File: config.mk
export PLATFORM = sky130hd
export DESIGN_NAME = ordered_list_engine_top
export DESIGN_NICKNAME = d
export VERILOG_FILES = /design/src/design/olist_pkg.sv /design/src/design/ordered_list_engine_top.sv
export SDC_FILE = /design/constraint.sdc
export NUM_CORES = 1
export LEC_CHECK = 0
export BUFFER_PORTS_ARGS = -buffer_cell sky130_fd_sc_hd__buf_2
export CORE_ASPECT_RATIO = 1.4
export CORE_MARGIN = 1
export CORE_UTILIZATION = 50
export CTS_CLUSTER_SIZE = 8
export DETAILED_ROUTE_END_ITERATION = 10
export PLACE_DENSITY = 0.78
export SETUP_SLACK_MARGIN = 0.1
export SYNTH_ARGS = -nofsm -noshare
export SYNTH_HDL_FRONTEND = slang
export SYNTH_SLANG_ARGS = --single-unit
File: constraint.sdc
create_clock -name clk -period 4.05 [get_ports clk]
set_clock_uncertainty 0.15 [all_clocks]
set_input_delay 0.81 -clock clk [delete_from_list [all_inputs] [get_ports clk]]
set_output_delay 0.81 -clock clk [all_outputs]
set_load 0.005 [all_outputs]
File: src/design/olist_pkg.sv
// olist_pkg: shared constants and types for the ordered list engine
// command and status codes, field widths and parameter defaults
// no dependencies
`default_nettype none

package olist_pkg;

  // parameter defaults
  localparam int unsigned CAPACITY_DEF    = 16;
  localparam int unsigned VALUE_WIDTH_DEF = 32;

  // field widths fixed by the interface
  localparam int unsigned CMD_W   = 3;
  localparam int unsigned IN_W    = 32;
  localparam int unsigned IDX_W   = 5;
  localparam int unsigned STAT_W  = 2;
  localparam int unsigned POS_W   = 4;
  localparam int unsigned COUNT_W = 5;

  // command codes
  typedef enum logic [CMD_W-1:0] {
    CMD_PUSH_FRONT    = 3'd0,
    CMD_INSERT_AT     = 3'd1,
    CMD_INSERT_SORTED = 3'd2,
    CMD_DELETE        = 3'd3,
    CMD_SEARCH        = 3'd4,
    CMD_CLEAR         = 3'd5
  } cmd_t;

  // result status codes
  typedef enum logic [STAT_W-1:0] {
    ST_DONE = 2'd0,
    ST_FULL = 2'd1,
    ST_MISS = 2'd2
  } status_t;

endpackage

`default_nettype wire

File: src/design/ordered_list_engine_top.sv
// ordered_list_engine_top: ordered list of signed values held in a single-port-write memory
// one shared compare unit, one memory read port and one write port are stepped by a small sequencer
// depends on olist_pkg
//
// sequence: insert at a position moves the entries from the top down to it up, one memory move
//   per cycle, then writes the new value, then gives the result; sorted insert first scans for
//   its position; delete scans for the value, then moves the entries above it down; search
//   only scans; clear, full insert and unused codes go straight to the result.
// throughput: one request at a time, bounded by the single memory read and write port.
// reset: count, the sequencer state and out_valid clear at once; stored entries keep old contents
//   and are never read above count, so no clearing pass is needed.
`default_nettype none

module ordered_list_engine_top #(
  parameter int unsigned CAPACITY    = olist_pkg::CAPACITY_DEF,
  parameter int unsigned VALUE_WIDTH = olist_pkg::VALUE_WIDTH_DEF
) (
  input  wire logic                              clk,
  input  wire logic                              rst,
  input  wire logic                              in_valid,
  output logic                                   in_ready,
  input  wire logic [olist_pkg::CMD_W-1:0]       command,
  input  wire logic signed [olist_pkg::IN_W-1:0] value,
  input  wire logic [olist_pkg::IDX_W-1:0]       index,
  output logic                                   out_valid,
  input  wire logic                              out_ready,
  output logic [olist_pkg::STAT_W-1:0]           status,
  output logic [olist_pkg::POS_W-1:0]            position,
  output logic [olist_pkg::COUNT_W-1:0]          entry_count
);

  localparam int unsigned AW = (CAPACITY > 1) ? $clog2(CAPACITY) : 1;
  localparam int unsigned CW = $clog2(CAPACITY + 1);
  localparam int unsigned IW = (CW > olist_pkg::COUNT_W) ? CW : olist_pkg::COUNT_W;
  localparam int unsigned PW = (AW > olist_pkg::POS_W) ? AW : olist_pkg::POS_W;

  typedef enum logic [2:0] {
    S_IDLE,
    S_SCAN,
    S_SHIFT_UP,
    S_SHIFT_DN,
    S_PLACE,
    S_RESP
  } state_t;

  state_t                  state;
  olist_pkg::cmd_t         cmd;
  olist_pkg::status_t      res_status;
  logic signed [VALUE_WIDTH-1:0] vreg;
  logic [CW-1:0]           count;
  logic [CW-1:0]           ptr;
  logic [AW-1:0]           pos;
  logic                    chk;
  logic [AW-1:0]           chk_addr;

  // list storage
  logic signed [VALUE_WIDTH-1:0] mem [CAPACITY];
  logic signed [VALUE_WIDTH-1:0] rdata;
  logic [AW-1:0]           rd_addr;
  logic                    we;
  logic [AW-1:0]           waddr;
  logic signed [VALUE_WIDTH-1:0] wdata;

  // input value widened by sign then held at the list width
  logic signed [63:0]      value_x;
  logic [IW-1:0]           idx_w;
  logic [IW-1:0]           cnt_w;
  logic [IW-1:0]           ins_pos;
  logic [CW-1:0]           ptr_m1;
  logic                    full;
  logic                    hit;
  logic                    out_free;
  logic [PW-1:0]           pos_ext;

  assign value_x  = 64'(value);
  assign idx_w    = IW'(index);
  assign cnt_w    = IW'(count);
  assign ins_pos  = (idx_w < cnt_w) ? idx_w : cnt_w;
  assign ptr_m1   = ptr - CW'(1);
  assign full     = (count == CW'(CAPACITY));
  assign out_free = !out_valid || out_ready;
  assign pos_ext  = PW'(pos);
  assign in_ready = (state == S_IDLE) && !rst;

  // shared compare unit: order test for sorted insert, equality otherwise
  always_comb begin
    if (cmd == olist_pkg::CMD_INSERT_SORTED) begin
      hit = (rdata >= vreg);
    end else begin
      hit = (rdata == vreg);
    end
  end

  // read address: walking up for scan and delete, down for insert
  always_comb begin
    if (state == S_SHIFT_UP) begin
      rd_addr = ptr_m1[AW-1:0];
    end else begin
      rd_addr = ptr[AW-1:0];
    end
  end

  // single write port
  always_comb begin
    we    = 1'b0;
    waddr = pos;
    wdata = vreg;
    if (state == S_SHIFT_UP && chk) begin
      we    = 1'b1;
      waddr = chk_addr + AW'(1);
      wdata = rdata;
    end else if (state == S_SHIFT_DN && chk) begin
      we    = 1'b1;
      waddr = chk_addr - AW'(1);
      wdata = rdata;
    end else if (state == S_PLACE) begin
      we    = 1'b1;
    end
  end

  always_ff @(posedge clk) begin
    if (we) begin
      mem[waddr] <= wdata;
    end
    rdata <= mem[rd_addr];
  end

  // sequencer
  always_ff @(posedge clk) begin
    if (rst) begin
      state     <= S_IDLE;
      count     <= '0;
      chk       <= 1'b0;
      out_valid <= 1'b0;
    end else begin
      if (out_valid && out_ready && state != S_RESP) begin
        out_valid <= 1'b0;
      end
      unique case (state)
        S_IDLE: begin
          if (in_valid) begin
            cmd  <= olist_pkg::cmd_t'(command);
            vreg <= value_x[VALUE_WIDTH-1:0];
            chk  <= 1'b0;
            unique case (command) inside
              olist_pkg::CMD_PUSH_FRONT, olist_pkg::CMD_INSERT_AT: begin
                pos <= (command == olist_pkg::CMD_INSERT_AT) ? ins_pos[AW-1:0] : '0;
                if (full) begin
                  res_status <= olist_pkg::ST_FULL;
                  state      <= S_RESP;
                end else begin
                  res_status <= olist_pkg::ST_DONE;
                  ptr        <= count;
                  state      <= S_SHIFT_UP;
                end
              end
              olist_pkg::CMD_INSERT_SORTED: begin
                pos <= '0;
                if (full) begin
                  res_status <= olist_pkg::ST_FULL;
                  state      <= S_RESP;
                end else begin
                  res_status <= olist_pkg::ST_DONE;
                  ptr        <= '0;
                  state      <= S_SCAN;
                end
              end
              olist_pkg::CMD_DELETE, olist_pkg::CMD_SEARCH: begin
                res_status <= olist_pkg::ST_DONE;
                pos        <= '0;
                ptr        <= '0;
                state      <= S_SCAN;
              end
              olist_pkg::CMD_CLEAR: begin
                res_status <= olist_pkg::ST_DONE;
                pos        <= '0;
                count      <= '0;
                state      <= S_RESP;
              end
              default: begin
                res_status <= olist_pkg::ST_DONE;
                pos        <= '0;
                state      <= S_RESP;
              end
            endcase
          end
        end

        // walk the list one entry a cycle, checking the entry read last cycle
        S_SCAN: begin
          if (chk && hit) begin
            chk <= 1'b0;
            pos <= chk_addr;
            if (cmd == olist_pkg::CMD_INSERT_SORTED) begin
              ptr   <= count;
              state <= S_SHIFT_UP;
            end else if (cmd == olist_pkg::CMD_DELETE) begin
              ptr   <= CW'(chk_addr) + CW'(1);
              state <= S_SHIFT_DN;
            end else begin
              state <= S_RESP;
            end
          end else if (ptr < count) begin
            chk      <= 1'b1;
            chk_addr <= ptr[AW-1:0];
            ptr      <= ptr + CW'(1);
          end else begin
            chk <= 1'b0;
            if (cmd == olist_pkg::CMD_INSERT_SORTED) begin
              pos   <= count[AW-1:0];
              ptr   <= count;
              state <= S_SHIFT_UP;
            end else begin
              res_status <= olist_pkg::ST_MISS;
              state      <= S_RESP;
            end
          end
        end

        // open a gap at pos by moving entries up, top first
        S_SHIFT_UP: begin
          if (ptr > CW'(pos)) begin
            chk      <= 1'b1;
            chk_addr <= ptr_m1[AW-1:0];
            ptr      <= ptr_m1;
          end else begin
            chk   <= 1'b0;
            state <= S_PLACE;
          end
        end

        // close the gap at pos by moving entries down
        S_SHIFT_DN: begin
          if (ptr < count) begin
            chk      <= 1'b1;
            chk_addr <= ptr[AW-1:0];
            ptr      <= ptr + CW'(1);
          end else begin
            chk   <= 1'b0;
            count <= count - CW'(1);
            state <= S_RESP;
          end
        end

        S_PLACE: begin
          count <= count + CW'(1);
          state <= S_RESP;
        end

        // hand the result to the output register once it is free
        S_RESP: begin
          if (out_free) begin
            out_valid   <= 1'b1;
            status      <= res_status;
            position    <= (res_status == olist_pkg::ST_DONE) ? pos_ext[olist_pkg::POS_W-1:0]
                                                             : '0;
            entry_count <= cnt_w[olist_pkg::COUNT_W-1:0];
            state       <= S_IDLE;
          end
        end

        default: begin
          state <= S_IDLE;
        end
      endcase
    end
  end

  // count stays within the list capacity
  a_count_bound: assert property (@(posedge clk) disable iff (rst)
    count <= CW'(CAPACITY))
    else $error("entry count exceeds capacity");

  // placing a value grows the list by exactly one
  a_place_grows: assert property (@(posedge clk) disable iff (rst)
    state == S_PLACE |=> count == $past(count) + CW'(1))
    else $error("insert did not grow the list by one");

  // moves while opening a gap stay inside the grown list
  a_shift_up_range: assert property (@(posedge clk) disable iff (rst)
    (state == S_SHIFT_UP && chk) |-> CW'(chk_addr) < count && CW'(chk_addr) >= CW'(pos))
    else $error("upward move outside the list");

  // the scan never runs past the held entries
  a_scan_bound: assert property (@(posedge clk) disable iff (rst)
    state == S_SCAN |-> ptr <= count)
    else $error("scan pointer beyond count");

  // no new request is taken while a command is still being worked on
  a_one_at_a_time: assert property (@(posedge clk) disable iff (rst)
    (in_valid && in_ready) |=> !in_ready)
    else $error("request accepted while busy");

endmodule

`default_nettype wire

==> results of run 1 <==
## state kept, by name (all words and copies together) (netlist names), 2 cells and up
name         flops
position         4
pos              4
rdata           32
ptr              5
mem            512
cmd              3
vreg            32
chk_addr         4
state            3
cnt_w            5
entry_count      5
status           2
res_status       2
## cells in the final DEF (no fill, tap or decap), drive strengths merged, types with 3 or more instances in the layout
cell,synthesis,routed
edfxtp,573,573
mux2,36,36
inv,57,60
a211oi,6,6
nor2b,6,6
mux4,128,128
and3,37,37
clkbuf,41,158
nand4,14,14
nor4,3,3
or2,3,3
o21ai,22,22
nand2b,7,7
nor3,13,13
a21o,9,9
nand3,11,11
ha,52,52
a31oi,36,36
buf,26,114
dfxtp,42,42
o21a,7,7
o311ai,4,4
nand2,170,170
a22oi,5,5
mux2i,3,3
nor2,48,48
o211ai,6,6
a21oi,28,28
o22ai,3,3
xnor2,12,12
xor2,6,6
## cell type report
type                       instances  area, um^2
fill                            3407       20100
timing repair buffer             114         916
sequential                       615       18000
clock inverter                     3        37.5
multi-input combinational        708        6780
inverter                          57         214
clock buffer                     158        2490
tap                              637         797
## worst max-delay path, stage by stage, from the launching register on
cell	delay (ns)
edfxtp_1	0.39
inv_1	0.10
ha_1	0.26
o21ai_0	0.28
o22ai_1	0.16
a2111o_1	0.47
a311o_1	0.37
o31a_1	0.28
a21o_1	0.34
a311oi_2	0.54
## worst max path at each step
| stage | end | slack [ns] |
|---|---|---|
| floorplan | mem[3][0]$_DFFE_PP_ | 0.47 |
| global placement | ptr[2]$_DFFE_PP_ | 0.45 |
| detailed placement | chk_addr[2]$_DFFE_PP_ | 0.28 |
| CTS | chk_addr[3]$_DFFE_PP_ | 0.14 |
| global route | chk_addr[3]$_DFFE_PP_ | 0.14 |
| finish | chk_addr[3]$_DFFE_PP_ | 0.34 |
## per-stage QoR
| step | worst slack, ns | std cells | util [%] | area (um^2) |
|---|---|---|---|---|
| 2_1_floorplan | 0.469 | 1448 | - | 25100 |
| 3_3_place_gp | 0.447 | 2131 | 54.2 | 26700 |
| 3_5_place_dp | 0.277 | 2131 | 54.2 | 26700 |
| 4_1_cts | 0.141 | 2292 | 59.3 | 29300 |
| 5_1_grt | 0.143 | 2292 | 59.3 | 29300 |
| 6_report | 0.339 | 2292 | 59.3 | 29300 |
## logic make-up after synthesis
| family | count (synthesis) | share of synthesized area (%) |
|---|---|---|
| DFF | 615 | 71.8 |
| adders and majority gates | 53 | 2.67 |
| AOI/OAI and AO/OA | 146 | 3.82 |
| xor gates and xnor gates | 18 | 0.627 |
| buffers and inverters | 125 | 1.98 |
| muxes | 167 | 13.2 |
| and+or+nand+nor | 324 | 5.88 |
## metal layers
metal	GRT usage, %	part of all wire (%)	vias to the layer above
met2	42.3	51	813
met3	3.89	7.7	178
met1	30.5	36	7242
met4	12.1	4.7	0
li1	-	-	5998
met5	0	0	-
## power groups by stage
stage / clock [W] / sequential (W) / combinational (W)
3_3_place_gp: 0 / 0.00800 / 0.00485
2_1_floorplan: 0 / 0.00789 / 0.00352
5_1_grt: 0.00699 / 0.00796 / 0.00546
6_report: 0.00667 / 0.00793 / 0.00508
4_1_cts: 0.00673 / 0.00792 / 0.00507
3_5_place_dp: 0 / 0.00802 / 0.00494
==> impl_metrics.env, run 1 <==
export IMPL_r2r_cells=9
export IMPL_p_seq_share_pct=40.3
export IMPL_antenna_cells=0
export IMPL_internal_power_w=0.0139
export IMPL_syn_inst=1448
export IMPL_p_switching_w=0.00578
export IMPL_ant_nets=0
export IMPL_route_detailed_drc=0
export IMPL_synthesis_area_um2=25100
export IMPL_grt_util_all_layers_pct=24.7
export IMPL_viasPerCell=6.21
export IMPL_grt_overflow=0
export IMPL_hold_buffers=0
export IMPL_ys_seq_area_share_pct=71.8
export IMPL_h_tree_depth=3
export IMPL_min_from="value[5]"
export IMPL_grt_first_pass_wirelength_mm=91.2
export IMPL_synth_cell_types=61
export IMPL_timing_setup_tns_ns=0
export IMPL_coreArea_um2=49400
export IMPL_antenna_found_initial=0
export IMPL_drv_slew=0
export IMPL_worstPathMaxFanout=12
export IMPL_wirelength_mm=61.5
export IMPL_hold_slack_ns=0.246
export IMPL_hold_viol_final=0
export IMPL_min_period_over_period_pct=91.6
export IMPL_powerDensity_nw_per_um2=672
export IMPL_die_area_um2=51200
export IMPL_fmaxAchievable_mhz=269
export IMPL_setup_violations=0
export IMPL_yosys_warnings=0
export IMPL_synth_cells_most_frequent="edfxtp_1 (573), nand2_1 (170), mux4_2 (128), inv_1 (57), ha_1 (52)"
export IMPL_cts_setup_buffers=0
export IMPL_cts_buffer_depth=3
export IMPL_grt_max_degree=65
export IMPL_row_count=96
export IMPL_setup_worst_path_start_class="flop"
export IMPL_vdd_drop_max_uv=439
export IMPL_holdCritPathClass="in2reg"
export IMPL_cts_tree="built"
export IMPL_rsz0062_at_grt="no"
export IMPL_area_growth_pct=16.5
export IMPL_crit_start="vreg[14]$_DFFE_PP_"
export IMPL_worst_pin_slew_ns=1.06
export IMPL_initial_utilization_pct=50.9
export IMPL_cts_root_buf="clkbuf_16"
export IMPL_io_pins=57
export IMPL_p_comb_share_pct=25.8
export IMPL_worstSetupPathType="reg2reg"
export IMPL_grt_pass1_vias=14600
export IMPL_hold_end="vreg[5]$_DFFE_PP_"
export IMPL_worstPathArrival_ns=3.79
export IMPL_swShare_pct=29.4
export IMPL_cts_made_buffers=86
export IMPL_p_leak_nw=10.0
export IMPL_timing_reg2reg_setup_slack_ns=0.34
export IMPL_postSynth_asyncResetShare_pct=0
export IMPL_yosys_register_bits=615
export IMPL_cts_sinks=615
export IMPL_finalPower_w=0.0197
export IMPL_dieHeight_um=267
export IMPL_reg2reg_to="chk_addr[3]$_DFFE_PP_"
export IMPL_die_x_um=191
export IMPL_cts_resized=0
export IMPL_end_kind="flop"
export IMPL_pwr_share_clk_pct=33.9
export IMPL_num_vias=14200
export IMPL_synth_edf_count=573
export IMPL_wire_per_inst_um=26.8
export IMPL_nets=1679
export IMPL_synth_most_common_cell="edfxtp_1"
export IMPL_place_congestion=0.908
export IMPL_dp_hpwl_mm=33.5
export IMPL_drive_above_1_share_pct=24.3
export IMPL_required_ns=4.13
export IMPL_maxSlewHeadroom_pct=29.2
export IMPL_avgSynthCellArea_um2=17.4
export IMPL_dr_pass1_iters=5
export IMPL_synth_flop_cell="edfxtp_1"
export IMPL_insertion_delay_ns=0.60
export IMPL_worstHoldPathCells=1
export IMPL_period_needed_ns=3.71
export IMPL_status="finished clean"
export IMPL_path_clk_slew_ns=0.05
export IMPL_first_iter_violations=1528
export IMPL_drv_cap=0
export IMPL_synth_top_area_cell="edfxtp_1"
export IMPL_syn_nets=1545
export IMPL_port_buffers=56
export IMPL_rr_startpoint="vreg[14]$_DFFE_PP_"
export IMPL_yosysTopAreaCellShare_pct=68.5
export IMPL_synth_area_top_cells="edfxtp_1 (68%), mux4_2 (11%), dfxtp_1 (3.3%)"
Power figures use the tool's default switching activity.
==> inputs of run 2 (changes only) <==
--- a/config.mk
+++ b/config.mk
@@ -6,13 +6,14 @@
 export NUM_CORES = 1
 export LEC_CHECK = 0
 export BUFFER_PORTS_ARGS = -buffer_cell sky130_fd_sc_hd__buf_2
+export CELL_PAD_IN_SITES_DETAIL_PLACEMENT = 0
+export CELL_PAD_IN_SITES_GLOBAL_PLACEMENT = 2
 export CORE_ASPECT_RATIO = 1.4
 export CORE_MARGIN = 1
-export CORE_UTILIZATION = 50
+export CORE_UTILIZATION = 48
 export CTS_CLUSTER_SIZE = 8
 export DETAILED_ROUTE_END_ITERATION = 10
-export PLACE_DENSITY = 0.78
-export SETUP_SLACK_MARGIN = 0.1
+export PLACE_DENSITY = 0.91
 export SYNTH_ARGS = -nofsm -noshare
 export SYNTH_HDL_FRONTEND = slang
 export SYNTH_SLANG_ARGS = --single-unit
==> constraint.sdc (replaced) <==
create_clock -name clk -period 4.05 [get_ports clk]
set_clock_uncertainty 0.15 [all_clocks]
set_input_delay 1.0125 -clock clk [delete_from_list [all_inputs] [get_ports clk]]
set_output_delay 1.0125 -clock clk [all_outputs]
set_load 0.005 [all_outputs]
==> impl_metrics.env, run 2 (synthesized netlist as in run 1, its figures left out) <==
export IMPL_status="finished clean"
export IMPL_slowest_stage="a311oi_1"
export IMPL_cts_resized=0
export IMPL_powerDensity_nw_per_um2=666
export IMPL_drive_above_1_share_pct=24.8
export IMPL_worstPathArrival_ns=3.76
export IMPL_cts_root_buf="clkbuf_16"
export IMPL_num_vias=13800
export IMPL_fmaxAchievable_mhz=272
export IMPL_grt_first_pass_wirelength_mm=88.1
export IMPL_die_x_um=195
export IMPL_worstSetupPathType="reg2reg"
export IMPL_coreArea_um2=51400
export IMPL_nets=1685
export IMPL_final_cell_mix="edfxtp_1 (573), nand2_1 (169), mux4_2 (128)"
export IMPL_place_area_um2=26800
export IMPL_largest_register_ffs=512
export IMPL_row_count=98
export IMPL_crit_chain="inv_1 -> ha_1 -> o21ai_0 -> o22ai_1 -> a2111o_1 -> a311o_1 -> o31a_1 -> a21o_1 -> a311oi_1"
export IMPL_grt_overflow=0
export IMPL_largestRegisters="mem x512, rdata x32, vreg x32"
export IMPL_dp_hpwl_mm=34.6
export IMPL_die_area_um2=53300
export IMPL_antenna_cells=0
export IMPL_hold_viol_final=0
export IMPL_holdCritPathClass="reg2reg"
export IMPL_path_buf_inv=1
export IMPL_initial_utilization_pct=48.9
export IMPL_antenna_found_initial=1
export IMPL_p_switching_w=0.00570
export IMPL_area_growth_pct=16.9
export IMPL_drv_cap=0
export IMPL_p_leak_nw=10.0
export IMPL_pwr_share_clk_pct=34.1
export IMPL_drv_slew=0
export IMPL_end_kind="flop"
export IMPL_hold_slack_ns=0.393
export IMPL_path_clk_slew_ns=0.05
export IMPL_swShare_pct=29.1
export IMPL_cts_sinks=615
export IMPL_period_needed_ns=3.68
export IMPL_grt_util_all_layers_pct=22.5
export IMPL_stdcell_area_um2=29400
export IMPL_hold_buffers=0
export IMPL_h_tree_depth=3
export IMPL_cts_tree="built"
export IMPL_route_detailed_drc=0
export IMPL_viasPerCell=6.01
export IMPL_min_period_over_period_pct=90.8
export IMPL_internal_power_w=0.0139
export IMPL_final_common_cell="edfxtp_1"
export IMPL_first_iter_violations=1222
export IMPL_dr_pass1_iters=5
export IMPL_rsz0062_at_grt="no"
export IMPL_cts_buffer_depth=3
export IMPL_timing_setup_tns_ns=0
export IMPL_wirelength_mm=58.5
export IMPL_required_ns=4.14
export IMPL_ant_nets=0
export IMPL_cts_setup_buffers=0
export IMPL_io_pins=57
export IMPL_maxSlewHeadroom_pct=32.2
export IMPL_port_buffers=56
export IMPL_setup_violations=0
export IMPL_grt_max_degree=65
export IMPL_critical_path_top_delay_family="compound AO/OA/AOI/OAI gates"
export IMPL_top_register="mem"
export IMPL_insertion_delay_ns=0.62
export IMPL_cts_made_buffers=87
export IMPL_grt_pass1_vias=14400
export IMPL_worstPathMaxFanout=12
export IMPL_worst_pin_slew_ns=1.02
export IMPL_p_comb_share_pct=25.4
export IMPL_vdd_drop_max_uv=377
export IMPL_p_seq_share_pct=40.5
export IMPL_wire_per_inst_um=25.4
export IMPL_setup_worst_path_start_class="flop"
export IMPL_cpPeakStageDelay_ns=0.68
export IMPL_place_congestion=0.853
export IMPL_finalPower_w=0.0196
export IMPL_dieHeight_um=273
[run 2: changes by cell type in the layout (fill, tap and decap cells not counted), sizes merged]
cell      delta
clkinvlp     +1
clkinv       +5
clkbuf      -13
buf          +5
inv          -1
[run 2: power groups by stage]
stage | Clock (W) | Sequential (W) | Combinational, W
2_1_floorplan | 0 | 0.00789 | 0.00352
3_3_place_gp | 0 | 0.00801 | 0.00491
3_5_place_dp | 0 | 0.00803 | 0.00498
4_1_cts | 0.00676 | 0.00792 | 0.00502
5_1_grt | 0.00702 | 0.00796 | 0.00539
6_report | 0.00667 | 0.00792 | 0.00496
[run 2: layout make-up]
| type | count | area [um^2] |
|---|---|---|
| tap | 650 | 813 |
| multi-input combinational | 708 | 6770 |
| fill | 3714 | 22000 |
| sequential | 615 | 18000 |
| inverter | 57 | 215 |
| timing repair buffer | 119 | 966 |
| clock inverter | 8 | 149 |
| clock buffer | 145 | 2400 |
[run 2: worst paths after layout]
check / slack [ns] / from / to / depth (start not counted)
worst max-delay path: 0.37 / vreg[14]$_DFFE_PP_ / chk_addr[3]$_DFFE_PP_ / 9
worst min-delay path: 0.39 / res_status[1]$_SDFFCE_PP1P_ / status[1]$_DFFE_PP_ / 0
worst max register to register: 0.37 / vreg[14]$_DFFE_PP_ / chk_addr[3]$_DFFE_PP_ / 9
worst min register to register: 0.39 / res_status[1]$_SDFFCE_PP1P_ / status[1]$_DFFE_PP_ / 0
[run 2: worst register-to-register path, delay by kind of cell (launching register included)]
kind	cells	cell delay, ns
AO/OA/AOI/OAI	7	2.49
adder cells (fa/ha/maj)	1	0.30
buffers and inverters	1	0.04
flip-flops	1	0.34
[run 2: through the flow]
stage               std cells  worst slack [ns]  util [%]
finish                   2302             0.374      57.2
global route             2302             0.103      57.2
CTS                      2302             0.371      57.2
detailed placement       2149             0.383      52.2
global placement         2149             0.479      52.2
floorplan                1448             0.469         -
[run 2: layer usage]
metal | share of wire (%) | global-route usage, %
met5 | 0 | 0
met4 | 3.6 | 9.99
met3 | 6.0 | 3.49
met2 | 52 | 39.4
met1 | 39 | 27.8
==> inputs of run 3 (changes only) <==
--- a/config.mk
+++ b/config.mk
@@ -13,6 +13,7 @@
 export CORE_UTILIZATION = 48
 export CTS_CLUSTER_SIZE = 8
 export DETAILED_ROUTE_END_ITERATION = 10
+export MAX_ROUTING_LAYER = met4
 export PLACE_DENSITY = 0.91
 export SYNTH_ARGS = -nofsm -noshare
 export SYNTH_HDL_FRONTEND = slang
==> impl_metrics.env, run 3 (synthesized netlist as in run 1, its figures left out) <==
export IMPL_hold_viol_final=0
export IMPL_vdd_drop_max_uv=477
export IMPL_insertion_delay_ns=0.61
export IMPL_drive_above_1_share_pct=24.7
export IMPL_grt_max_degree=82
export IMPL_nets=1682
export IMPL_worstPathMaxFanout=12
export IMPL_min_period_over_period_pct=91.6
export IMPL_hold_buffers=0
export IMPL_preCtsSetupSlack_ns=0.413
export IMPL_r2r_cells=9
export IMPL_cts_setup_buffers=0
export IMPL_initial_utilization_pct=48.9
export IMPL_drv_slew=0
export IMPL_dieHeight_um=273
export IMPL_worstSetupPathType="reg2reg"
export IMPL_rr_startpoint="vreg[14]$_DFFE_PP_"
export IMPL_setup_violations=0
export IMPL_port_buffers=56
export IMPL_status="finished clean"
export IMPL_p_leak_nw=10.0
export IMPL_timing_setup_tns_ns=0
export IMPL_setup_worst_path_start_class="flop"
export IMPL_cts_tree="built"
export IMPL_coreArea_um2=51400
export IMPL_die_x_um=195
export IMPL_required_ns=4.13
export IMPL_cts_sinks=615
export IMPL_h_tree_depth=3
export IMPL_top_register="mem"
export IMPL_grt_overflow=0
export IMPL_path_clk_slew_ns=0.05
export IMPL_min_from="res_status[1]$_SDFFCE_PP1P_"
export IMPL_dp_hpwl_mm=34.1
export IMPL_first_iter_violations=1188
export IMPL_rsz0062_at_grt="no"
export IMPL_cts_resized=0
export IMPL_die_area_um2=53300
export IMPL_setup_ws_ns=0.342
export IMPL_holdCritPathClass="reg2reg"
export IMPL_largestRegisters="mem x512, rdata x32, vreg x32"
export IMPL_cts_made_buffers=87
export IMPL_final_cell_mix="edfxtp_1 (573), nand2_1 (169), mux4_2 (128)"
export IMPL_worstPathArrival_ns=3.79
export IMPL_final_common_cell="edfxtp_1"
export IMPL_cts_root_buf="clkbuf_16"
export IMPL_row_count=98
export IMPL_wirelength_mm=58.2
export IMPL_period_needed_ns=3.71
export IMPL_route_detailed_drc=0
export IMPL_ant_nets=0
export IMPL_powerDensity_nw_per_um2=663
export IMPL_io_pins=57
export IMPL_fmaxAchievable_mhz=270
export IMPL_worst_pin_slew_ns=1.07
export IMPL_grt_util_all_layers_pct=23.2
export IMPL_grt_first_pass_wirelength_mm=87.8
export IMPL_area_growth_pct=16.6
export IMPL_cts_buffer_depth=3
export IMPL_grt_pass1_vias=14100
export IMPL_end_kind="flop"
export IMPL_viasPerCell=5.91
export IMPL_antenna_found_initial=0
export IMPL_place_congestion=0.854
export IMPL_wire_per_inst_um=25.3
export IMPL_dr_pass1_iters=5
export IMPL_largest_register_ffs=512
export IMPL_timing_reg2reg_setup_slack_ns=0.34
export IMPL_num_vias=13600
export IMPL_drv_cap=0
export IMPL_maxSlewHeadroom_pct=28.4
export IMPL_hold_end="status[1]$_DFFE_PP_"
export IMPL_antenna_cells=0
export IMPL_finalPower_w=0.0194
export IMPL_worstHoldPathCells=0
export IMPL_reg2reg_to="chk_addr[2]$_DFFE_PP_"
## run 3: cell count changes in the layout (fill, tap and decap cells not counted)
cell        change
buf_12          -2
buf_4           -1
clkbuf_16       +2
clkinv_16       -1
clkinv_4        +1
clkinv_8        -1
clkinvlp_4      -1
inv_16          -1
inv_6           +1
## run 3: worst max path at each step
stage	endpoint	from	slack, ns
2_1_floorplan	mem[3][0]$_DFFE_PP_	state[1]$_SDFFE_PP0P_	0.47
3_3_place_gp	chk_addr[2]$_DFFE_PP_	vreg[9]$_DFFE_PP_	0.49
3_5_place_dp	chk_addr[3]$_DFFE_PP_	vreg[9]$_DFFE_PP_	0.41
4_1_cts	chk_addr[2]$_DFFE_PP_	vreg[9]$_DFFE_PP_	0.39
5_1_grt	chk_addr[2]$_DFFE_PP_	vreg[14]$_DFFE_PP_	0.17
6_report	chk_addr[2]$_DFFE_PP_	vreg[14]$_DFFE_PP_	0.34
## run 3: worst max-delay path, cell delays in order, from the launching register on
cell and delay [ns]:
edfxtp_1 0.34, inv_1 0.05, ha_1 0.30, o21ai_0 0.25
o22ai_1 0.12, a2111o_1 0.45, a311o_1 0.36, o31a_1 0.29
a21o_1 0.34, a311oi_1 0.69
## run 3: layout make-up
| class | instances | area [um^2] |
|---|---|---|
| multi-input combinational | 708 | 6770 |
| tap | 650 | 813 |
| clock inverter | 6 | 92.6 |
| timing repair buffer | 116 | 918 |
| clock buffer | 147 | 2450 |
| inverter | 57 | 215 |
| fill | 3767 | 22100 |
| sequential | 615 | 18000 |
## run 3: per-stage QoR
stage	cells	util [%]	hold WS (ns)	area [um^2]
global route	2299	57.1	0.432	29300
CTS	2299	57.1	0.418	29300
floorplan	1448	-	0.256	25100
finish	2299	57.1	0.417	29300
global placement	2146	52.1	0.374	26800
detailed placement	2146	52.1	0.393	26800
## run 3: layer usage
metal / up-vias / GRT usage (%) / wire length, um
met5: - / - / 0
met1: 6993 / 28.1 / 22800
li1: 6002 / - / -
met4: 0 / 8.62 / 1710
met2: 478 / 39.8 / 30600
met3: 107 / 3.15 / 2990
## run 3: power by group
part           switching [W]  leakage, nW  internal (W)
clock network        0.00257         1.21       0.00410
logic                0.00275         3.29       0.00212
registers           0.000272         5.52       0.00763
total                0.00560         10.0        0.0138
